### config.mk
export PLATFORM = sky130hd
export DESIGN_NAME = qslerp_div_cell
export DESIGN_NICKNAME = d
export VERILOG_FILES = /design/src/rtl/core/qslerp_pkg.sv /design/src/rtl/core/qslerp_div_cell.sv
export SDC_FILE = /design/constraint.sdc
export NUM_CORES = 1
export LEC_CHECK = 0
export ABC_CLOCK_PERIOD_IN_PS = 6800
export BUFFER_PORTS_ARGS = -buffer_cell sky130_fd_sc_hd__buf_2
export CORE_UTILIZATION = 29
export DETAILED_ROUTE_END_ITERATION = 8
export PLACE_DENSITY_LB_ADDON = 0.3
export SLEW_MARGIN = 0
export SYNTH_ARGS = -nofsm -noshare
export SYNTH_HDL_FRONTEND = slang
export SYNTH_SLANG_ARGS = --single-unit
export TNS_END_PERCENT = 30
### constraint.sdc
create_clock -name clk -period 6.8 [get_ports clk]
set_input_delay 1.36 -clock clk [delete_from_list [all_inputs] [get_ports clk]]
set_output_delay 1.36 -clock clk [all_outputs]
set_load 0.005 [all_outputs]
### src/rtl/core/qslerp_pkg.sv
`timescale 1ns / 1ps
package qslerp_pkg;

    localparam int CW = 34;
    localparam int S1W = 57;
    localparam int S1_CELLS = 29;
    localparam int S2W = 63;
    localparam int S2_CELLS = 32;
    localparam int RW = 46;
    localparam int DW = 32;
    localparam int QW = 15;
    localparam int VW = 51;
    localparam int WW = 31;
    localparam int ATAN_ENTRIES = 24;

    localparam logic signed [15:0] ONE_Q14 = 16'sd16384;
    localparam logic signed [CW-1:0] ONE_Q30 = 34'sd1073741824;
    localparam logic signed [CW-1:0] PI_Q30 = 34'sd3373259426;
    localparam logic signed [CW-1:0] HALF_PI_Q30 = 34'sd1686629713;
    localparam logic signed [CW-1:0] DOT_ONE = 34'sd268435456;

    localparam logic signed [CW-1:0] ATAN_Q30 [ATAN_ENTRIES] = '{
        34'sh3243F6A8, 34'sh1DAC6705, 34'sh0FADBAFC, 34'sh07F56EA6,
        34'sh03FEAB76, 34'sh01FFD55B, 34'sh00FFFAAA, 34'sh007FFF55,
        34'sh003FFFEA, 34'sh001FFFFD, 34'sh000FFFFF, 34'sh0007FFFF,
        34'sh0003FFFF, 34'sh0001FFFF, 34'sh0000FFFF, 34'sh00007FFF,
        34'sh00003FFF, 34'sh00001FFF, 34'sh00000FFF, 34'sh000007FF,
        34'sh000003FF, 34'sh000001FF, 34'sh000000FF, 34'sh0000007F
    };

    typedef enum logic [1:0] {
        MODE_PASS_A,
        MODE_PASS_B,
        MODE_BLEND
    } mode_t;

    typedef struct packed {
        logic signed [15:0] a_w;
        logic signed [15:0] a_x;
        logic signed [15:0] a_y;
        logic signed [15:0] a_z;
        logic signed [15:0] b_w;
        logic signed [15:0] b_x;
        logic signed [15:0] b_y;
        logic signed [15:0] b_z;
        logic signed [15:0] blend;
    } slerp_in_t;

    typedef struct packed {
        logic signed [15:0] out_w;
        logic signed [15:0] out_x;
        logic signed [15:0] out_y;
        logic signed [15:0] out_z;
        logic               degenerate;
    } slerp_out_t;

    typedef struct packed {
        logic [3:0][15:0]   a;
        logic [3:0][15:0]   b;
        logic [13:0]        t;
        mode_t              mode;
        logic [3:0][15:0]   direct;
        logic signed [29:0] dot;
        logic               deg;
        logic [3:0][WW-1:0] wmag;
        logic [3:0]         wneg;
    } side_t;

    function automatic logic [15:0] sat16(input logic signed [15:0] v);
        logic [15:0] r;
        if (v > ONE_Q14)
        begin
            r = ONE_Q14;
        end
        else if (v < -ONE_Q14)
        begin
            r = -ONE_Q14;
        end
        else
        begin
            r = v;
        end
        return r;
    endfunction

endpackage

### src/rtl/core/qslerp_div_cell.sv
`timescale 1ns / 1ps
module qslerp_div_cell #(
    parameter int J = 0
) (
    input  logic                      clk,
    input  logic [qslerp_pkg::RW-1:0] rem,
    input  logic [qslerp_pkg::QW-1:0] quo,
    input  logic [qslerp_pkg::DW-1:0] den,
    output logic [qslerp_pkg::RW-1:0] rem_reg,
    output logic [qslerp_pkg::QW-1:0] quo_reg,
    output logic [qslerp_pkg::DW-1:0] den_reg
);
    import qslerp_pkg::*;

    logic [RW-1:0] dsh;

    assign dsh = RW'(den) << J;

    always_ff @(posedge clk)
    begin
        den_reg <= den;
        if (rem >= dsh)
        begin
            rem_reg <= rem - dsh;
            quo_reg <= quo | (QW'(1) << J);
        end
        else
        begin
            rem_reg <= rem;
            quo_reg <= quo;
        end
    end

endmodule
# Word level (Yosys, flattened, before mapping)
# Cells that the tools add are included.
# totals
elab_cells	7
out_inout_bits	93
inputBits	94
reg_bits	93
# classes
addsub	1
muxes	1
n_lt_le_gt_ge	1
# op_table
cell	n
46-bit by 32-bit greater-or-equal comparator with 1-bit output	1
46-bit two-way mux	1
46-bit by 32-bit subtractor with 46-bit output	1

# Logic depth before layout (Yosys ltp)
# Gate-level depths: netlist of the first run.
# depth
ltp_word	2
ltp_mapped	14

# Least setup slack after synthesis of the first run
# No wires, ideal clock.
# synth_timing
path_kind	input to register
startpoint	in rem[0] in the netlist's numbering
endpoint	reg rem_reg[42] in the netlist's numbering
stages	13
slack_ns	2.882
arrival_ns	3.846
t_required_ns	6.728
setup_ns	0.072
path_buffers	0
cell_sequence	inv_1 ha_1 inv_1 fa_1 a211oi_1 o21ai_0 a211oi_2 nor2_1 or3b_1 a31oi_1 o22ai_1 nor4_2 xor2_1
# synth_between
elab_chain_len	2
# synth_lines
element	line_no	source
start: declaration	qslerp_div_cell.sv:6	input logic [qslerp_pkg::RW-1:0] rem,
46-bit by 32-bit subtractor with 46-bit output or 46-bit by 32-bit greater-or-equal comparator with 1-bit output (tied branches)	qslerp_div_cell.sv:24, qslerp_div_cell.sv:22	
46-bit two-way mux (*)	qslerp_div_cell.sv:22	if (rem >= dsh)
end signal: assignment	qslerp_div_cell.sv:24	rem_reg <= rem - dsh;
end signal: assignment	qslerp_div_cell.sv:29	rem_reg <= rem;
end: declaration	qslerp_div_cell.sv:9	output logic [qslerp_pkg::RW-1:0] rem_reg,
# Every way passes the cells marked *; elsewhere a longest branch is shown, timed or not.
# A chain may end at the register's enable or synchronous reset.

# Worst setup path in the final report of the first run
# layout_timing
startpoint	in rem[0] in the netlist's numbering
endpoint	reg rem_reg[21] in the netlist's numbering
# Same word-level chain as after synthesis.

==> results of run 1 <==
==> metal layers <==
layer	share of wire (%)	wire, microns
met2	44	5290
met4	1.4	167
met1	49	5910
met5	0	0
met3	6.3	763
==> kinds of logic after synthesis <==
| logic type | count (synthesis) | synth area share (%) |
|---|---|---|
| xor gates and xnor gates | 41 | 7.92 |
| buffers and inverters | 66 | 5.68 |
| adders and majority gates | 33 | 9.27 |
| muxes | 3 | 0.717 |
| DFF | 93 | 41.0 |
| and+or+nand+nor | 155 | 17.0 |
| AOI/OAI and AO/OA | 137 | 18.3 |
==> stage by stage <==
step	instances	setup slack, ns	power (mW)	hold slack [ns]
finish	919	2.31	1.46	1.10
global route	919	1.93	1.55	1.09
CTS	919	2.27	1.49	1.09
detailed placement	904	1.95	0.970	1.46
global placement	904	2.05	0.969	1.46
floorplan	528	2.88	0.825	1.39
==> power groups by stage <==
| stage | clock network [mW] | logic (mW) | registers, mW |
|---|---|---|---|
| after detailed placement | 0 | 0.334 | 0.635 |
| after global placement | 0 | 0.334 | 0.636 |
| after CTS | 0.529 | 0.337 | 0.624 |
| after floorplan | 0 | 0.179 | 0.646 |
| final | 0.508 | 0.333 | 0.623 |
| after global routing | 0.550 | 0.375 | 0.629 |
==> cells in the mapped netlist, drive strengths merged (11+ instances only) <==
cell	number	share of area, %
dfxtp	93	41
nand2	63	5.3
o21ai	48	5.3
inv	44	3.6
a21oi	42	4.7
ha	32	8.8
nor2	25	2.1
xnor2	21	4.1
xor2	20	3.9
clkbuf	19	1.6
a21o	13	2.2
nand3	12	1.4
nor4	11	2.0
==> worst min-delay path by stage <==
stage / cells after the start / slack, ns / startpoint / end
final: 1 / 1.10 / quo[3] / quo_reg[3]
after global routing: 1 / 1.09 / quo[13] / quo_reg[13]
after floorplan: 0 / 1.39 / den[0] / den_reg[0]
after CTS: 1 / 1.09 / quo[3] / quo_reg[3]
after global placement: 1 / 1.46 / quo[6] / quo_reg[6]
after detailed placement: 1 / 1.46 / quo[6] / quo_reg[6]
==> final cells by class <==
cell class / instances / area share [%]
clock inverter: 6 / 1.24
inverter: 44 / 2.77
tap: 211 / 4.44
sequential: 93 / 31.3
timing repair buffer: 187 / 15.8
clock buffer: 9 / 3.78
multi-input combinational: 369 / 40.7
==> results.toml, run 1 <==
[setup_path]
cp.arrival_ns = 4.71
worstSetupEndpointType = "flip-flop"
critPathMaxFanout = 42
cp_data_required_time_ns = 7.02
crit_path_start_kind = "input pin"
crit_chain = "buf_2, inv_1, ha_1, inv_1, fa_1, a211oi_1, o21ai_0, a211oi_2, o211ai_1, a21oi_4, buf_4, o21ai_0"
cp-endpoint = "rem_reg[21]"
slowest_stage = "a21oi_4"
crit_family = "compound AO/OA/AOI/OAI gates"
cp.depth = 12
critPathKind = "input pin to flip-flop"
startpoint = "rem[0]"
slowest_delay_ns = 0.87
cp_num_buf_inv = 4

[pwr]
sw_frac_of_total_pct = 28.5
internal-power_mw = 1.05
pwr-share-seq_pct = 42.6
p_sw_mw = 0.417
irDropWorstVdd_mv = 0.121
combPwrFrac_pct = 22.8
p_clk_share_pct = 34.7
p_leak_nw = 2.81
pwr_density_cell_nw_per_um2 = 246

[timing]
hold_viol_final = 0
finalCritPeriodShare_pct = 66.0
relSlewSlack_pct = 30.3
slew_violations = 0
tightestPinTransition_ns = 1.04
rsz0062_at_grt = "false"
setup_viol_count_final = 0
setup_tns_ns = 0
clock.fmax_mhz = 223
finalCriticalPeriod_ns = 4.49

[place]
gp_congestion = 0.793
portBuffers = 186
place_area_sq_um = 5650
dp_hpwl_microns = 9860

[grt]
grt_pass1_vias = 4019
grt.busiest_layer = "met2"
met2_usage_pct = 25.2
overflow = 0
grt_max_degree = 43
grt_use_met1_pct = 20.0
grt_pass1_wl_microns = 19700
grtUsageMet3_pct = 4.48
antenna_found_initial = 0
grtUsageTotal_pct = 15.6

[clock_network]
postCtsHoldBufs = 0
cts_max_level = 3
clk_pin_slew_ns = 0.07
cts_buffers = 9
cts_root_buf = "clkbuf_16"
cts_buffer_depth = 2
cts_tree = "built"
cts.sinks = 93
cts_resized = 0
postCtsSetupBuffers = 0

[route]
wire_per_inst_microns = 13.2
first_iter_violations = 174
via_count = 4171
firstDrtPassIters = 4
drt-total-wl_microns = 12100
drc = 0
via_per_inst = 4.54
drtAntennaViolNets = 0

[synthesis]
ys.warnings.count = 0
syn_avg_cell_area_sq_um = 8.59
synthesis.area_sq_um = 4540
ys_async_sr_fraction_pct = 0
synthFlopType = "dfxtp_1"
synth_nets = 655
synth-seq-cells = 93
synth_edf_count = 0
synth_seq_area_share_pct = 41.0
synth_cell_types = 56
netlist_instances = 528

[floorplanning]
die_w_microns = 127
core.rowCount = 45
core_area_sq_um = 15300
start_util_pct = 29.7
die_area_sq_um = 16100
die_y_microns = 127
ios = 187

[cells_and_area]
seqCellArea_sq_um = 1860
final_common_cell = "buf_2"
area_growth_pct = 31.2
final_util_pct = 39.0
fillers = 1613
antenna-diode-count = 0
multiInputGateArea_sq_um = 2420
final_cell_mix = "buf_2 (186), dfxtp_1 (93), nand2_1 (62)"
finalNetCount = 831
drive_gt1_share_pct = 29.9
design_area_sq_um = 5950
largest_reg_flops = 46

[job]
cap_violations = 0

[min_path]
hold_path_class = "input pin to flip-flop"

[status]
status = "finished clean"
(Power assumes the default switching activity.)
==> inputs of run 2 (changes only) <==
--- a/config.mk
+++ b/config.mk
@@ -5,7 +5,8 @@
 export SDC_FILE = /design/constraint.sdc
 export NUM_CORES = 1
 export LEC_CHECK = 0
-export ABC_CLOCK_PERIOD_IN_PS = 6800
+export ABC_AREA = 1
+export ABC_CLOCK_PERIOD_IN_PS = 4160
 export BUFFER_PORTS_ARGS = -buffer_cell sky130_fd_sc_hd__buf_2
 export CORE_UTILIZATION = 29
 export DETAILED_ROUTE_END_ITERATION = 8
==> constraint.sdc (replaced) <==
create_clock -name clk -period 4.16 [get_ports clk]
set_input_delay 0.832 -clock clk [delete_from_list [all_inputs] [get_ports clk]]
set_output_delay 0.832 -clock clk [all_outputs]
set_load 0.005 [all_outputs]
==> run 2 against run 1 <==
Net effect: largest power group unchanged; critical path depth up 4; clock power rose by 72%; critical endpoint is now rem_reg[22]; synthesized area up 35%.
==> results.toml, run 2 <==
[route]
wire_per_inst_microns = 13.7
drt-total-wl_microns = 20500
firstDrtPassIters = 5
via_per_inst = 4.25
via_count = 6368
drc = 0
first_iter_violations = 351
drtAntennaViolNets = 0

[grt]
grt_max_degree = 45
grtUsageTotal_pct = 19.5
grt_pass1_wl_microns = 32300
overflow = 0
grt_pass1_vias = 6216
antenna_found_initial = 0

[clock_network]
cts_buffers = 9
cts_tree = "built"
cts.sinks = 93
cts_root_buf = "clkbuf_16"
clk_pin_slew_ns = 0.07
postCtsSetupBuffers = 0
cts_resized = 0
postCtsHoldBufs = 0
cts_buffer_depth = 2
cts_max_level = 3

[synthesis]
yosysMostFrequentCell = "nand2_1"
syn_avg_cell_area_sq_um = 5.95
synth-compound-area-share_pct = 3.22
synth_seq_area_share_pct = 30.3
synth_cell_types = 28
synth_xor_xnor_area_share_pct = 2.71
yosys.area_share.simple_pct = 41.9
netlist_instances = 1033
synth_top_cell_area_share_pct = 30.3
ys_async_sr_fraction_pct = 0
synth_adder_area_share_pct = 6.84
synth_common_cells = "nand2_1 (444), inv_1 (217), dfxtp_1 (93)"
synth_edf_count = 0
synth_mux_area_share_pct = 0
yosysTopAreaCell = "dfxtp_1"
ys.warnings.count = 0
synthFlopType = "dfxtp_1"
synth_top_family_by_area = "simple AND/OR/NAND/NOR gates"
synthTopCellsByArea = "dfxtp_1 (30%), nand2_1 (27%), inv_1 (13%), ha_1 (6.5%), nor2_1 (5.0%)"
synth-seq-cells = 93
synthesis.area_sq_um = 6140
synth_nets = 1160

[floorplanning]
ios = 187
die_y_microns = 148
die_area_sq_um = 21800
core_area_sq_um = 20500
start_util_pct = 30.0
core.rowCount = 52
die_w_microns = 148

[cells_and_area]
final_cell_mix = "nand2_1 (444), inv_1 (217), buf_2 (186)"
largest_reg_flops = 46
drive_gt1_share_pct = 19.9
area_growth_pct = 24.4
seqCellArea_sq_um = 1860
antenna-diode-count = 0
final_common_cell = "nand2_1"
finalNetCount = 1350
fillers = 2350
multiInputGateArea_sq_um = 3360

[timing]
relSlewSlack_pct = 48.5
setup_viol_count_final = 0
finalCritPeriodShare_pct = 71.0
setup_tns_ns = 0
finalCriticalPeriod_ns = 2.95
clock.fmax_mhz = 339
tightestPinTransition_ns = 0.772
hold_viol_final = 0
slew_violations = 0
rsz0062_at_grt = "false"

[pwr]
total_power_mw = 2.57
pwr_density_cell_nw_per_um2 = 337
irDropWorstVdd_mv = 0.188
p_leak_nw = 4.49

[setup_path]
crit_path_start_kind = "input pin"
critPathKind = "input pin to flip-flop"
crit_family = "simple AND/OR/NAND/NOR gates"
cp.arrival_ns = 3.25
cp_data_required_time_ns = 4.45
worstSetupEndpointType = "flip-flop"
cp_num_buf_inv = 3
path_common_cell = "nand2_1"
slowest_delay_ns = 0.61
critPathMaxFanout = 44
crit_chain = "buf_2, inv_1, ha_1, inv_1, fa_1, nand2_1, nand2_2, nand2_1, nand2_2, nand2_1, nand2_2, nand2_1, nand3_2, nor2_8, nand2_1, nand2_1"
slowest_stage = "nor2_8"

[status]
status = "finished clean"

[place]
dp_hpwl_microns = 17100
gp_congestion = 0.911
portBuffers = 186

[min_path]
hold_path_class = "input pin to flip-flop"

[job]
cap_violations = 0
run 2: logic make-up (layout without fill, tap and decap cells):
family / after synthesis / count (layout)
compound gates: 30 / 30
xor+xnor: 19 / 19
fa+ha+maj: 33 / 33
buf+inv: 231 / 425
flops: 93 / 93
simple gates: 627 / 627
run 2: worst paths after layout:
path / start / end / slack [ns] / cells past startpoint
min: quo[9] / quo_reg[9] / 0.57 / 1
max: rem[0] / rem_reg[22] / 1.21 / 16
run 2: area by class of cell:
| cell class | count | area share (%) |
|---|---|---|
| clock inverters | 3 | 0.573 |
| repair buffers | 186 | 12.2 |
| multi-input cells | 709 | 44.0 |
| well taps | 270 | 4.42 |
| flip-flops and latches | 93 | 24.4 |
| clock buffers | 12 | 3.49 |
| inverters | 224 | 11.0 |
run 2: layer usage:
| layer | track usage [%] | up-vias | routed length [microns] |
|---|---|---|---|
| met4 | 5.15 | 0 | 320 |
| met5 | 0 | - | 0 |
| met3 | 3.64 | 17 | 876 |
| met2 | 31.4 | 156 | 9060 |
| li1 | - | 3429 | - |
| met1 | 26.5 | 2766 | 10300 |
run 2: through the flow:
| step | instance area, sq um | setup WS (ns) | util, % | cells | hold WS (ns) |
|---|---|---|---|---|---|
| final | 7640 | 1.21 | 37.3 | 1497 | 0.574 |
| after floorplan | 6140 | 1.57 | - | 1033 | 0.860 |
| after detailed placement | 7330 | 0.808 | 35.8 | 1482 | 0.936 |
| after global routing | 7640 | 0.973 | 37.3 | 1497 | 0.554 |
| after CTS | 7640 | 1.18 | 37.3 | 1497 | 0.561 |
| after global placement | 7330 | 0.900 | 35.8 | 1482 | 0.935 |
run 2: where the power goes:
part / total (mW) / internal (mW) / switching (mW)
combinational: 0.688 / 0.259 / 0.429
sequential: 1.01 / 0.989 / 0.0217
clock: 0.874 / 0.512 / 0.361
total: 2.57 / 1.76 / 0.812
